`config.mk`:
```
export PLATFORM = sky130hd
export DESIGN_NAME = fpa_cell
export DESIGN_NICKNAME = d
export VERILOG_FILES = /design/src/hw/rtl/fpa_pkg.sv /design/src/hw/rtl/fpa_cell.sv
export SDC_FILE = /design/constraint.sdc
export NUM_CORES = 1
export LEC_CHECK = 0
export ABC_AREA = 1
export ABC_CLOCK_PERIOD_IN_PS = 8910
export BUFFER_PORTS_ARGS = -buffer_cell sky130_fd_sc_hd__clkbuf_2
export CELL_PAD_IN_SITES_DETAIL_PLACEMENT = 1
export CELL_PAD_IN_SITES_GLOBAL_PLACEMENT = 1
export CORE_AREA = 2 2 212 214
export DETAILED_ROUTE_END_ITERATION = 10
export DIE_AREA = 0 0 214 216
export PLACE_DENSITY_LB_ADDON = 0.2
export SLEW_MARGIN = 20
export SYNTH_ARGS = -nofsm -noshare
export SYNTH_HDL_FRONTEND = slang
export SYNTH_SLANG_ARGS = --single-unit
```
`constraint.sdc`:
```
create_clock -name i_clk -period 8.91 [get_ports i_clk]
set_clock_uncertainty 0.05 [all_clocks]
set_input_delay 1.782 -clock i_clk [delete_from_list [all_inputs] [get_ports i_clk]]
set_output_delay 1.782 -clock i_clk [all_outputs]
set_load 0.01 [all_outputs]
```
`src/hw/rtl/fpa_pkg.sv`:
```
`default_nettype none
package fpa_pkg;
    localparam int FracBits  = 8;
    localparam int WordWidth = 32;
    localparam int DpWidth   = (WordWidth > 32) ? 32 : WordWidth;
    localparam int FieldW    = 32;
    localparam int QBits     = DpWidth + FracBits + 1;
    localparam int NumCells  = QBits;
    // numerator 2*|a|<<F + |b| stays below 2^(DpWidth+FracBits+1)
    localparam int MagW      = DpWidth + FracBits + 1;

    typedef enum logic [3:0] {
        FN_ADD = 4'd0, FN_SUB = 4'd1, FN_MUL = 4'd2, FN_DIV = 4'd3,
        FN_MIN = 4'd4, FN_MAX = 4'd5, FN_INC = 4'd6, FN_DEC = 4'd7,
        FN_FROM_INT = 4'd8, FN_TO_INT = 4'd9
    } t_func;

    typedef enum logic [1:0] {
        ERR_OK = 2'd0, ERR_OVF = 2'd1, ERR_DIV0 = 2'd2
    } t_err;

    // Per-item context that rides the divider chain.
    typedef struct packed {
        logic                       vld;
        logic [3:0]                 func;
        logic signed [FieldW-1:0]   a;
        logic signed [FieldW-1:0]   b;
        logic signed [FieldW-1:0]   early;   // result of non-divide ops
        logic [1:0]                 early_err;
        logic                       neg;
        logic [MagW-1:0]            den;     // 2*|b|
        logic [MagW-1:0]            rem;
        logic [MagW-1:0]            num;     // 2*|a|<<F + |b|, shifted out MSB first
        logic [QBits-1:0]           quo;
    } t_cell;

    function automatic logic signed [FieldW-1:0] sat_ext(
        input logic signed [MagW+DpWidth:0] v, output logic ovf);
        logic signed [MagW+DpWidth:0] hi;
        logic signed [MagW+DpWidth:0] lo;
        begin
            hi = (MagW+DpWidth+1)'((64'sd1 <<< (DpWidth-1)) - 64'sd1);
            lo = -hi - 1;
            ovf = 1'b0;
            if (v > hi) begin
                ovf = 1'b1;
                sat_ext = FieldW'(hi);
            end else if (v < lo) begin
                ovf = 1'b1;
                sat_ext = FieldW'(lo);
            end else begin
                sat_ext = FieldW'(v);
            end
        end
    endfunction
endpackage
`default_nettype wire

```
`src/hw/rtl/fpa_cell.sv`:
```
`default_nettype none
module fpa_cell (
    input  wire logic            i_clk,
    input  wire logic            i_rst_n,
    input  wire logic            i_en,
    input  wire fpa_pkg::t_cell  i_prev,
    output fpa_pkg::t_cell       o_next
);
    import fpa_pkg::*;

    t_cell n_c;
    t_cell r_c;
    logic [MagW:0] w_trial;
    logic [MagW:0] w_diff;

    // one restoring-division step: bring in one numerator bit
    always_comb begin
        n_c     = i_prev;
        w_trial = {i_prev.rem, i_prev.num[MagW-1]};
        w_diff  = w_trial - {1'b0, i_prev.den};
        n_c.num = {i_prev.num[MagW-2:0], 1'b0};
        if (!w_diff[MagW]) begin
            n_c.rem = w_diff[MagW-1:0];
            n_c.quo = {i_prev.quo[QBits-2:0], 1'b1};
        end else begin
            n_c.rem = w_trial[MagW-1:0];
            n_c.quo = {i_prev.quo[QBits-2:0], 1'b0};
        end
    end

    always_ff @(posedge i_clk) begin
        if (!i_rst_n) begin
            r_c.vld <= 1'b0;
        end else if (i_en) begin
            r_c <= n_c;
        end
    end

    assign o_next = r_c;
endmodule
`default_nettype wire

```
==> results.yml <==
drt:
  drc: 0
  drt_iter0_drc: 564
  vias: 10039
  vias_per_cell: 4.33
  ant_nets: 0
  drt-pass1-iter-count: 4
  wire_per_inst_um: 21.8
  wirelength_mm: 50.7
outcome:
  status: "completed"
synthesis:
  syn_area_um2: 12100
  syn_nets: 1451
  synth_compound_area_share_pct: 2.06
  syn_inst: 1138
  synth_area_per_cell_um2: 10.6
  ys_seq_area_share_pct: 66.4
  synth.area.mux_share_pct: 0
  synth-xor-area-share_pct: 1.67
  synth_top_family_by_area: "simple AND/OR/NAND/NOR gates"
  netlist-cell-type-count: 32
  yosys_warnings: 0
  synth-simple-area-share_pct: 19.0
  synth-seq-cells: 267
  synth_fa_ha_area_share_pct: 4.42
critical_path:
  slowest_stage: "nand2_2"
  startpoint: "i_prev[143]"
  cp.required_ps: 9200
  worst-path-max-fanout: 41
  crit_top_cell: "nand2_1"
  path_cells: "clkbuf_2 > inv_1 > ha_1 > nand2_2 > inv_1 > nand2_1 > nand2_1 > a21oi_1 > nand2_1 > nand2_1 > nand3_2 > nand2_1 > nand2_2 > nand2_1 > nand2_1"
  r2r_start: "o_next[267]"
  crit_buf_inv: 3
  reg2regPathDepth: 2
  max_stage_delay_ps: 500
  critPathCaptureType: "register"
  path_delay_family: "simple AND/OR/NAND/NOR gates"
  crit_type: "in -> reg"
  critPathArrivalTime_ps: 4160
  crit_cells: 15
  startpoint_type: "primary input"
sta:
  slew_headroom_pct: 29.5
  worst_pin_slew_ps: 1060
  max_freq_ghz: 0.258
  post-route-period-util_pct: 43.5
  finalSetupViolCount: 0
  post-route-min-period_ps: 3870
  slew_violations: 0
  rsz0062_at_grt: "no"
  hold_viol: 0
  setup_tns_ps: 0
grt:
  grt_max_degree: 122
  grt_first_pass_wirelength_mm: 72.4
  grt_pass1_vias: 10448
  antenna_found_initial: 15
  grt_use_total_pct: 21.5
  grt_overflow_total: 0
clock_tree:
  htreeDepth: 1
  worstSkewPairLatency_ps: 580
  postCtsSetupBuffers: 0
  cts_resized: 0
  cts_tree: "yes"
  hold_buffers: 0
  cts_buffers: 31
  clockBufferDepth: 3
  clk_pin_slew_worst_paths_ps: 60
  cts.sinks: 267
  ctsRootBufferMaster: "clkbuf_16"
floorplan:
  die_w_um: 214
  io_pins: 539
  core_area_um2: 43800
  design.die.area_um2: 46200
  die_h_um: 216
  start_util_pct: 27.5
  rows: 77
pwr:
  power_density_nw_per_um2: 206
  p_sw_uw: 927
  p_int_uw: 2470
  power_switching_share_pct: 27.3
  seqPwrFrac_pct: 44.8
  irDropWorstVdd_mv: 0.143
  combinationalPowerShare_pct: 16.1
  p_clk_share_pct: 39.1
  power_uw: 3390
  power_leakage_uw: 0.00803
layout:
  final_common_cell: "clkbuf_2"
  layout-drive-gt1-share_pct: 36.0
  syn_to_final_growth_pct: 36.7
  final_net_count: 2013
  layout_common_cells: "536 x clkbuf_2, 413 x nand2_1, 266 x edfxtp_1, 183 x inv_1, 75 x nor2_1"
  largest_reg_flops: 267
placement:
  dpl.hpwl_mm: 42.2
  place.gp.congestion: 0.945
  port-buffer-count: 536
flow_run:
  drv_cap: 0
worst_hold_path:
  hold_depth: 2
  min_path_type: "reg -> reg"
  hold_path_startpoint: "o_next[267]"
==> final timing paths <==
| kind | endpoint | slack (ps) |
|---|---|---|
| worst max-delay path | o_next[108] | 5040 |
| worst min-delay path | o_next[267] | 490 |
| worst max register to register | o_next[267] | 8240 |
| worst min register to register | o_next[267] | 490 |
==> per-stage QoR <==
stage | instances | area [um^2] | hold WS [ps] | util, % | setup slack, ps
global route | 2317 | 16500 | 591 | 37.6 | 4750
detailed placement | 2259 | 15400 | 486 | 35.2 | 4350
CTS | 2316 | 16500 | 494 | 37.6 | 4980
global placement | 2259 | 15400 | 474 | 35.2 | 4380
finish | 2321 | 16500 | 494 | 37.6 | 5040
floorplan | 1138 | 12100 | 505 | - | 1330
==> synth_stat cells (all sizes together) <==
library cell    n  area (um^2)
a21boi          1         7.51
a21o            2         15.0
a21oi          24          124
a31oi           1         6.26
and2            1         6.26
buf             9         82.6
conb            1         3.75
dfxtp           1         20.0
edfxtp        266         7990
fa              1         20.0
ha             41          513
inv           185          694
nand2         431         1670
nand3          43          230
nand4           2         12.5
nor2           83          332
nor3            4         20.0
nor4            2         12.5
o21a            1         7.51
o21ai           6         30.0
o21bai          7         52.6
o22ai           1         6.26
or2             2         12.5
xnor2           3         26.3
xor2           20          175
==> kinds of logic after synthesis <==
family | Yosys count
AND/OR/NAND/NOR | 568
adder cells (fa/ha/maj) | 42
XOR/XNOR | 23
other | 1
AO/OA/AOI/OAI | 43
buffers and inverters | 194
flip-flops | 267
==> layout make-up <==
| cell class | count | area (um^2) |
|---|---|---|
| repair buffers | 538 | 2700 |
| fillers | 5112 | 27300 |
| multi-input cells | 677 | 3280 |
| well taps | 592 | 741 |
| diodes | 5 | 12.5 |
| flip-flops and latches | 267 | 8010 |
| clock inverters | 22 | 262 |
| clock buffers | 35 | 791 |
| inverters | 185 | 702 |
==> layer usage <==
layer	track usage (%)	share of wire [%]	up-vias
met5	0	0.22	-
met3	5.95	7.2	68
met1	27.4	43	4859
li1	-	-	4801
met2	36.6	48	293
met4	3.94	1.7	18
==> power by group through the flow <==
stage	combinational, uW	sequential (uW)	clock [uW]
4_1_cts	562	1520	1370
6_report	546	1520	1330
5_1_grt	609	1530	1410
3_3_place_gp	555	1540	0
2_1_floorplan	241	1600	0
3_5_place_dp	558	1550	0
==> worst register-to-register path, delay by kind of cell (launching register included) <==
| kind | cells | cell delay, ps |
|---|---|---|
| AOI/OAI and AO/OA | 2 | 210 |
| DFF | 1 | 310 |
Note: power is estimated with default switching activity, not from simulation.
