File: config.mk
export PLATFORM = sky130hd
export DESIGN_NAME = fpa_front
export DESIGN_NICKNAME = d
export VERILOG_FILES = /design/src/hw/rtl/fpa_pkg.sv /design/src/hw/rtl/fpa_front.sv
export SDC_FILE = /design/constraint.sdc
export NUM_CORES = 2
export LEC_CHECK = 0
export BUFFER_PORTS_ARGS = -buffer_cell sky130_fd_sc_hd__buf_2
export CORE_MARGIN = 2
export CORE_UTILIZATION = 45
export CTS_CLUSTER_SIZE = 14
export DETAILED_ROUTE_END_ITERATION = 8
export GPL_ROUTABILITY_DRIVEN = 0
export SLEW_MARGIN = 20
export SYNTH_ARGS = -nofsm -noshare
export SYNTH_HDL_FRONTEND = slang
export SYNTH_SLANG_ARGS = --single-unit
File: constraint.sdc
create_clock -name i_clk -period 8.63 [get_ports i_clk]
set_input_delay 0.863 -clock i_clk [delete_from_list [all_inputs] [get_ports i_clk]]
set_output_delay 0.863 -clock i_clk [all_outputs]
set_load 0.05 [all_outputs]
File: src/hw/rtl/fpa_pkg.sv
`default_nettype none
package fpa_pkg;
    localparam int FracBits  = 8;
    localparam int WordWidth = 32;
    localparam int DpWidth   = (WordWidth > 32) ? 32 : WordWidth;
    localparam int FieldW    = 32;
    localparam int QBits     = DpWidth + FracBits + 1;
    localparam int NumCells  = QBits;
    // numerator 2*|a|<<F + |b| stays below 2^(DpWidth+FracBits+1)
    localparam int MagW      = DpWidth + FracBits + 1;

    typedef enum logic [3:0] {
        FN_ADD = 4'd0, FN_SUB = 4'd1, FN_MUL = 4'd2, FN_DIV = 4'd3,
        FN_MIN = 4'd4, FN_MAX = 4'd5, FN_INC = 4'd6, FN_DEC = 4'd7,
        FN_FROM_INT = 4'd8, FN_TO_INT = 4'd9
    } t_func;

    typedef enum logic [1:0] {
        ERR_OK = 2'd0, ERR_OVF = 2'd1, ERR_DIV0 = 2'd2
    } t_err;

    // Per-item context that rides the divider chain.
    typedef struct packed {
        logic                       vld;
        logic [3:0]                 func;
        logic signed [FieldW-1:0]   a;
        logic signed [FieldW-1:0]   b;
        logic signed [FieldW-1:0]   early;   // result of non-divide ops
        logic [1:0]                 early_err;
        logic                       neg;
        logic [MagW-1:0]            den;     // 2*|b|
        logic [MagW-1:0]            rem;
        logic [MagW-1:0]            num;     // 2*|a|<<F + |b|, shifted out MSB first
        logic [QBits-1:0]           quo;
    } t_cell;

    function automatic logic signed [FieldW-1:0] sat_ext(
        input logic signed [MagW+DpWidth:0] v, output logic ovf);
        logic signed [MagW+DpWidth:0] hi;
        logic signed [MagW+DpWidth:0] lo;
        begin
            hi = (MagW+DpWidth+1)'((64'sd1 <<< (DpWidth-1)) - 64'sd1);
            lo = -hi - 1;
            ovf = 1'b0;
            if (v > hi) begin
                ovf = 1'b1;
                sat_ext = FieldW'(hi);
            end else if (v < lo) begin
                ovf = 1'b1;
                sat_ext = FieldW'(lo);
            end else begin
                sat_ext = FieldW'(v);
            end
        end
    endfunction
endpackage
`default_nettype wire

File: src/hw/rtl/fpa_front.sv
`default_nettype none
module fpa_front (
    input  wire logic                          i_clk,
    input  wire logic                          i_rst_n,
    input  wire logic                          i_en,
    input  wire logic                          i_vld,
    input  wire logic [3:0]                    i_func,
    input  wire logic signed [fpa_pkg::FieldW-1:0] i_a,
    input  wire logic signed [fpa_pkg::FieldW-1:0] i_b,
    output fpa_pkg::t_cell                     o_cell
);
    import fpa_pkg::*;

    localparam int XW = MagW + DpWidth + 1;

    // stage 1: take the low DpWidth bits of each operand, multiply, register
    logic                        r_vld;
    logic [3:0]                  r_func;
    logic signed [DpWidth-1:0]   r_a, r_b;
    logic signed [2*DpWidth-1:0] r_prod;

    always_ff @(posedge i_clk) begin
        if (!i_rst_n) begin
            r_vld <= 1'b0;
        end else if (i_en) begin
            r_vld <= i_vld;
        end
        if (i_en) begin
            r_func <= i_func;
            r_a    <= i_a[DpWidth-1:0];
            r_b    <= i_b[DpWidth-1:0];
            r_prod <= $signed(i_a[DpWidth-1:0]) * $signed(i_b[DpWidth-1:0]);
        end
    end

    logic signed [XW-1:0] w_a, w_b, w_v, w_pm;
    logic [2*DpWidth-1:0] w_pmag;
    logic [DpWidth-1:0]   w_amag, w_bmag;
    logic                 w_ovf;
    t_cell                n_cell;
    t_cell                r_cell;

    always_comb begin
        w_a    = XW'(r_a);
        w_b    = XW'(r_b);
        w_pmag = r_prod[2*DpWidth-1] ? (2*DpWidth)'(-r_prod) : r_prod;
        w_pm   = $signed(XW'((w_pmag + (2*DpWidth)'(1 << (FracBits-1))) >> FracBits));
        w_amag = r_a[DpWidth-1] ? DpWidth'(-r_a) : r_a;
        w_bmag = r_b[DpWidth-1] ? DpWidth'(-r_b) : r_b;
        w_v    = '0;
        n_cell = '0;
        n_cell.vld  = r_vld;
        n_cell.func = r_func;
        n_cell.a    = FieldW'(r_a);
        n_cell.b    = FieldW'(r_b);
        unique case (r_func)
            FN_ADD:      w_v = w_a + w_b;
            FN_SUB:      w_v = w_a - w_b;
            FN_MUL:      w_v = r_prod[2*DpWidth-1] ? -w_pm : w_pm;
            FN_MIN:      w_v = (r_a < r_b) ? w_a : w_b;
            FN_MAX:      w_v = (r_a < r_b) ? w_b : w_a;
            FN_INC:      w_v = w_a + XW'(1);
            FN_DEC:      w_v = w_a - XW'(1);
            FN_FROM_INT: w_v = w_a <<< FracBits;
            FN_TO_INT:   w_v = r_a[DpWidth-1] ? -XW'(w_amag >> FracBits)
                                              : XW'(w_amag >> FracBits);
            default:     w_v = '0;
        endcase
        n_cell.early     = sat_ext(w_v, w_ovf);
        n_cell.early_err = w_ovf ? ERR_OVF : ERR_OK;
        n_cell.neg       = r_a[DpWidth-1] ^ r_b[DpWidth-1];
        n_cell.den       = MagW'({w_bmag, 1'b0});
        n_cell.num       = (MagW'(w_amag) << (FracBits + 1)) + MagW'(w_bmag);
    end

    always_ff @(posedge i_clk) begin
        if (!i_rst_n) begin
            r_cell.vld <= 1'b0;
        end else if (i_en) begin
            r_cell <= n_cell;
        end
    end

    assign o_cell = r_cell;
endmodule
`default_nettype wire

==> implementation parameters <==
Parameter                              Value

Yosys
  Async SR Flop Fraction    0%
  Post-synthesis instance total    6593
  Synth Flop Type    sky130_fd_sc_hd__edfxtp_1
  Number of flops mapped to enable cells by yosys    297
  Most repeated cell in the gate-level netlist after synthesis    sky130_fd_sc_hd__inv_1
  Cell type with the highest aggregate area in the netlist    sky130_fd_sc_hd__fa_1
  Netlist cell types    111
  Netlist area before placement    60000 um2
  Post-synthesis average cell area    9.11 um2
  Synth top area share    36.2%
  Total of flip-flops plus latches after synthesis    299
  Yosys warning total    0
  Commonest cells in the synthesized netlist    sky130_fd_sc_hd__inv_1, sky130_fd_sc_hd__fa_1, sky130_fd_sc_hd__nand2_1, sky130_fd_sc_hd__clkbuf_1, sky130_fd_sc_hd__edfxtp_1
  Portion of the post-synthesis area used by sequential elements    14.9%
  Synth area leaders    sky130_fd_sc_hd__fa_1, sky130_fd_sc_hd__edfxtp_1, sky130_fd_sc_hd__inv_1

Clock tree
  Quantity of hold-fixing buffers added after cts    0
  Clock-pin transition on the worst setup and hold timing paths    0.07 ns
  Worst-skew pair later-pin latency    0.62 ns
  Clock tree from TritonCTS    built
  Maximum number of buffers from clock root to sink    3
  TritonCTS sink count    299
  H-tree depth reported by CTS    1
  TritonCTS buffer count    31
  Clock Root Buffer    sky130_fd_sc_hd__clkbuf_16

Routing
  Detailed Route WL    184 mm
  Count of vias placed by the detailed router    47800
  Count of unresolved DRC violations after routing    0
  Number of violations reported at the end of detailed-routing iteration 0    3722
  Routed wire length per instance    21.0 um
  DR pass1 iterations    8
  Remaining antenna violation count    0
  Detailed-route vias per instance    5.47

Global route
  Number of global-route vias before repair    49800
  Global router's overall resource usage    27.2%
  Antenna violations before repair    7
  Pin count of the biggest net entering global routing    142
  Total overflow reported by the global router    0
  Wire length of the first global-routing pass    288 mm

Floorplan
  Initial standard-cell utilization of the core    45.2%
  Area of the placeable core    133000 um2
  Cell Rows    134
  Y dimension of the die    369 um
  Width of the chip    369 um
  Total I/O pin count    340
  Die outline area    136000 um2

Timing
  Max-slew headroom    19.9%
  RSZ-0062 raised after global routing    true
  Achievable clock frequency    0.119 GHz
  Worst hold slack    0.416 ns
  Worst-case clock skew    0.0209 ns
  Least setup slack across all paths after layout    0.229 ns
  Final count of pins violating max slew    0
  Worst Max-Slew Pin Slew    1.19 ns
  Post-route clock period utilization    97.3%
  Time the final worst path needs with I/O delays and setup    8.40 ns
  Final setup viols    0
  Hold Fails Final Rpt    0

Critical path
  Critical-path maximum fanout    8
  Arrival time at the worst endpoint    8.77 ns
  Library cell appearing most often on the critical path    sky130_fd_sc_hd__fa_1
  Critical Path Start Type    primary input
  Data required time at the worst endpoint    9.00 ns
  Endpoint kind of the worst setup timing path    flip-flop
  Largest stage delay, worst path    0.56 ns
  Crit path max-delay cell type    sky130_fd_sc_hd__fa_1
  Category of the critical setup timing path    primary input to flip-flop

Place
  Dpl hpwl    154 mm
  Placement Setup Slack    -0.660 ns
  Count of port buffers added during placement    247

Layout
  Fill cell instance count of the final layout    12400
  Area growth from synthesis to layout    11.5%
  Proportion of layout cells with a drive suffix above 1    12.3%
  Number of nets at the end of the flow    8389
  Diode count    0

Run status
  Outcome    complete, no violations

Run
  Max Cap Viol    0

Hold path
  Hold WC Path Type    primary input to flip-flop
## state kept, by name, summed over array words and instances (netlist names)
name	cells
r_prod	64
r_func	4
r_vld	1
o_cell	166
r_a	32
r_b	32
## metrics by stage
step                setup TNS (ns)  std cells  utilization [%]  cell area (um2)
floorplan                  -0.0279       6684                -            60400
global placement             -5.90       8688             49.4            65700
detailed placement           -7.12       8688             49.4            65700
CTS                              0       8743             50.3            66800
global route                -0.114       8744             50.4            67000
finish                           0       8744             50.4            67000
## final cells by class
class	count	area, um2	share of cell area (%)
Clock inverter	21	367	0.547
Inverter	1149	4310	6.44
Multi-Input combinational cell	4772	45100	67.3
Timing Repair Buffer	701	5250	7.84
Sequential cell	299	8960	13.4
Tap cell	1768	2210	3.30
Clock buffer	34	787	1.18
## timing repair
action	4_1_cts	5_1_grt
buffers inserted	0	1
resized for setup	2	38
endpoints found under the hold margin	0	0
pin swaps	0	11
setup endpoints to repair	1	20
cloned	0	0
## path summary, 6_finish.rpt
kind | start | endpoint | slack, ns | depth (start not counted)
worst min-delay path | i_func[0] | r_func[0]$_DFFE_PP_ | 0.42 | 1
worst min register to register | r_a[7]$_DFFE_PP_ | o_cell[238]$_DFFE_PP_ | 0.48 | 0
worst max-delay path | i_a[11] | r_prod[57]$_DFFE_PP_ | 0.23 | 30
worst max register to register | r_prod[4]$_DFFE_PP_ | o_cell[173]$_SDFFCE_PN1P_ | 0.57 | 21
## layout by cell type (no fill, tap or decap), types with 33 or more instances in the layout
| cell type | synthesis | layout |
|---|---|---|
| sky130_fd_sc_hd__a31oi_1 | 36 | 34 |
| sky130_fd_sc_hd__and3_1 | 34 | 34 |
| sky130_fd_sc_hd__nor2_1 | 219 | 218 |
| sky130_fd_sc_hd__fa_1 | 1085 | 1084 |
| sky130_fd_sc_hd__or3_1 | 50 | 50 |
| sky130_fd_sc_hd__nand2b_1 | 79 | 79 |
| sky130_fd_sc_hd__nor4_1 | 44 | 42 |
| sky130_fd_sc_hd__o31ai_1 | 50 | 50 |
| sky130_fd_sc_hd__buf_12 | 0 | 43 |
| sky130_fd_sc_hd__nand3_1 | 75 | 75 |
| sky130_fd_sc_hd__a21oi_1 | 189 | 185 |
| sky130_fd_sc_hd__a21o_1 | 50 | 50 |
| sky130_fd_sc_hd__buf_4 | 104 | 402 |
| sky130_fd_sc_hd__conb_1 | 1 | 92 |
| sky130_fd_sc_hd__o21ai_1 | 32 | 33 |
| sky130_fd_sc_hd__inv_1 | 1148 | 1148 |
| sky130_fd_sc_hd__o21ai_0 | 187 | 184 |
| sky130_fd_sc_hd__xnor2_1 | 267 | 267 |
| sky130_fd_sc_hd__ha_1 | 278 | 276 |
| sky130_fd_sc_hd__buf_2 | 12 | 236 |
| sky130_fd_sc_hd__nor3_1 | 88 | 87 |
| sky130_fd_sc_hd__and2_1 | 267 | 265 |
| sky130_fd_sc_hd__edfxtp_1 | 297 | 297 |
| sky130_fd_sc_hd__xor2_1 | 139 | 138 |
| sky130_fd_sc_hd__nand2_1 | 974 | 974 |
## per-layer routing
| layer | GRT usage, % | share of wire (%) |
|---|---|---|
| met1 | 35.5 | 40 |
| met2 | 46.1 | 48 |
| met3 | 3.74 | 7.2 |
| met4 | 10.1 | 4.2 |
| met5 | 0 | 0.015 |
## worst max-delay path: cells and delay by family
| family | cells | cell delay (ns) |
|---|---|---|
| fa+ha+maj | 9 | 4.46 |
| compound gates | 13 | 2.30 |
| buf+inv | 4 | 0.68 |
| simple gates | 3 | 0.27 |
| xor+xnor | 1 | 0.14 |
## cell families after synthesis
group / after synthesis / synth area share [%]
adder cells (fa/ha/maj): 1363 / 42.0
flip-flops: 299 / 14.9
XOR/XNOR: 407 / 5.95
multiplexers: 20 / 0.348
AND/OR/NAND/NOR: 2020 / 16.3
buffers and inverters: 1613 / 10.8
AO/OA/AOI/OAI: 870 / 9.73
other: 1 / 0.00625
Power is not shown: default switching activity piles up to over one toggle a cycle in this logic, so the estimate is an artifact.
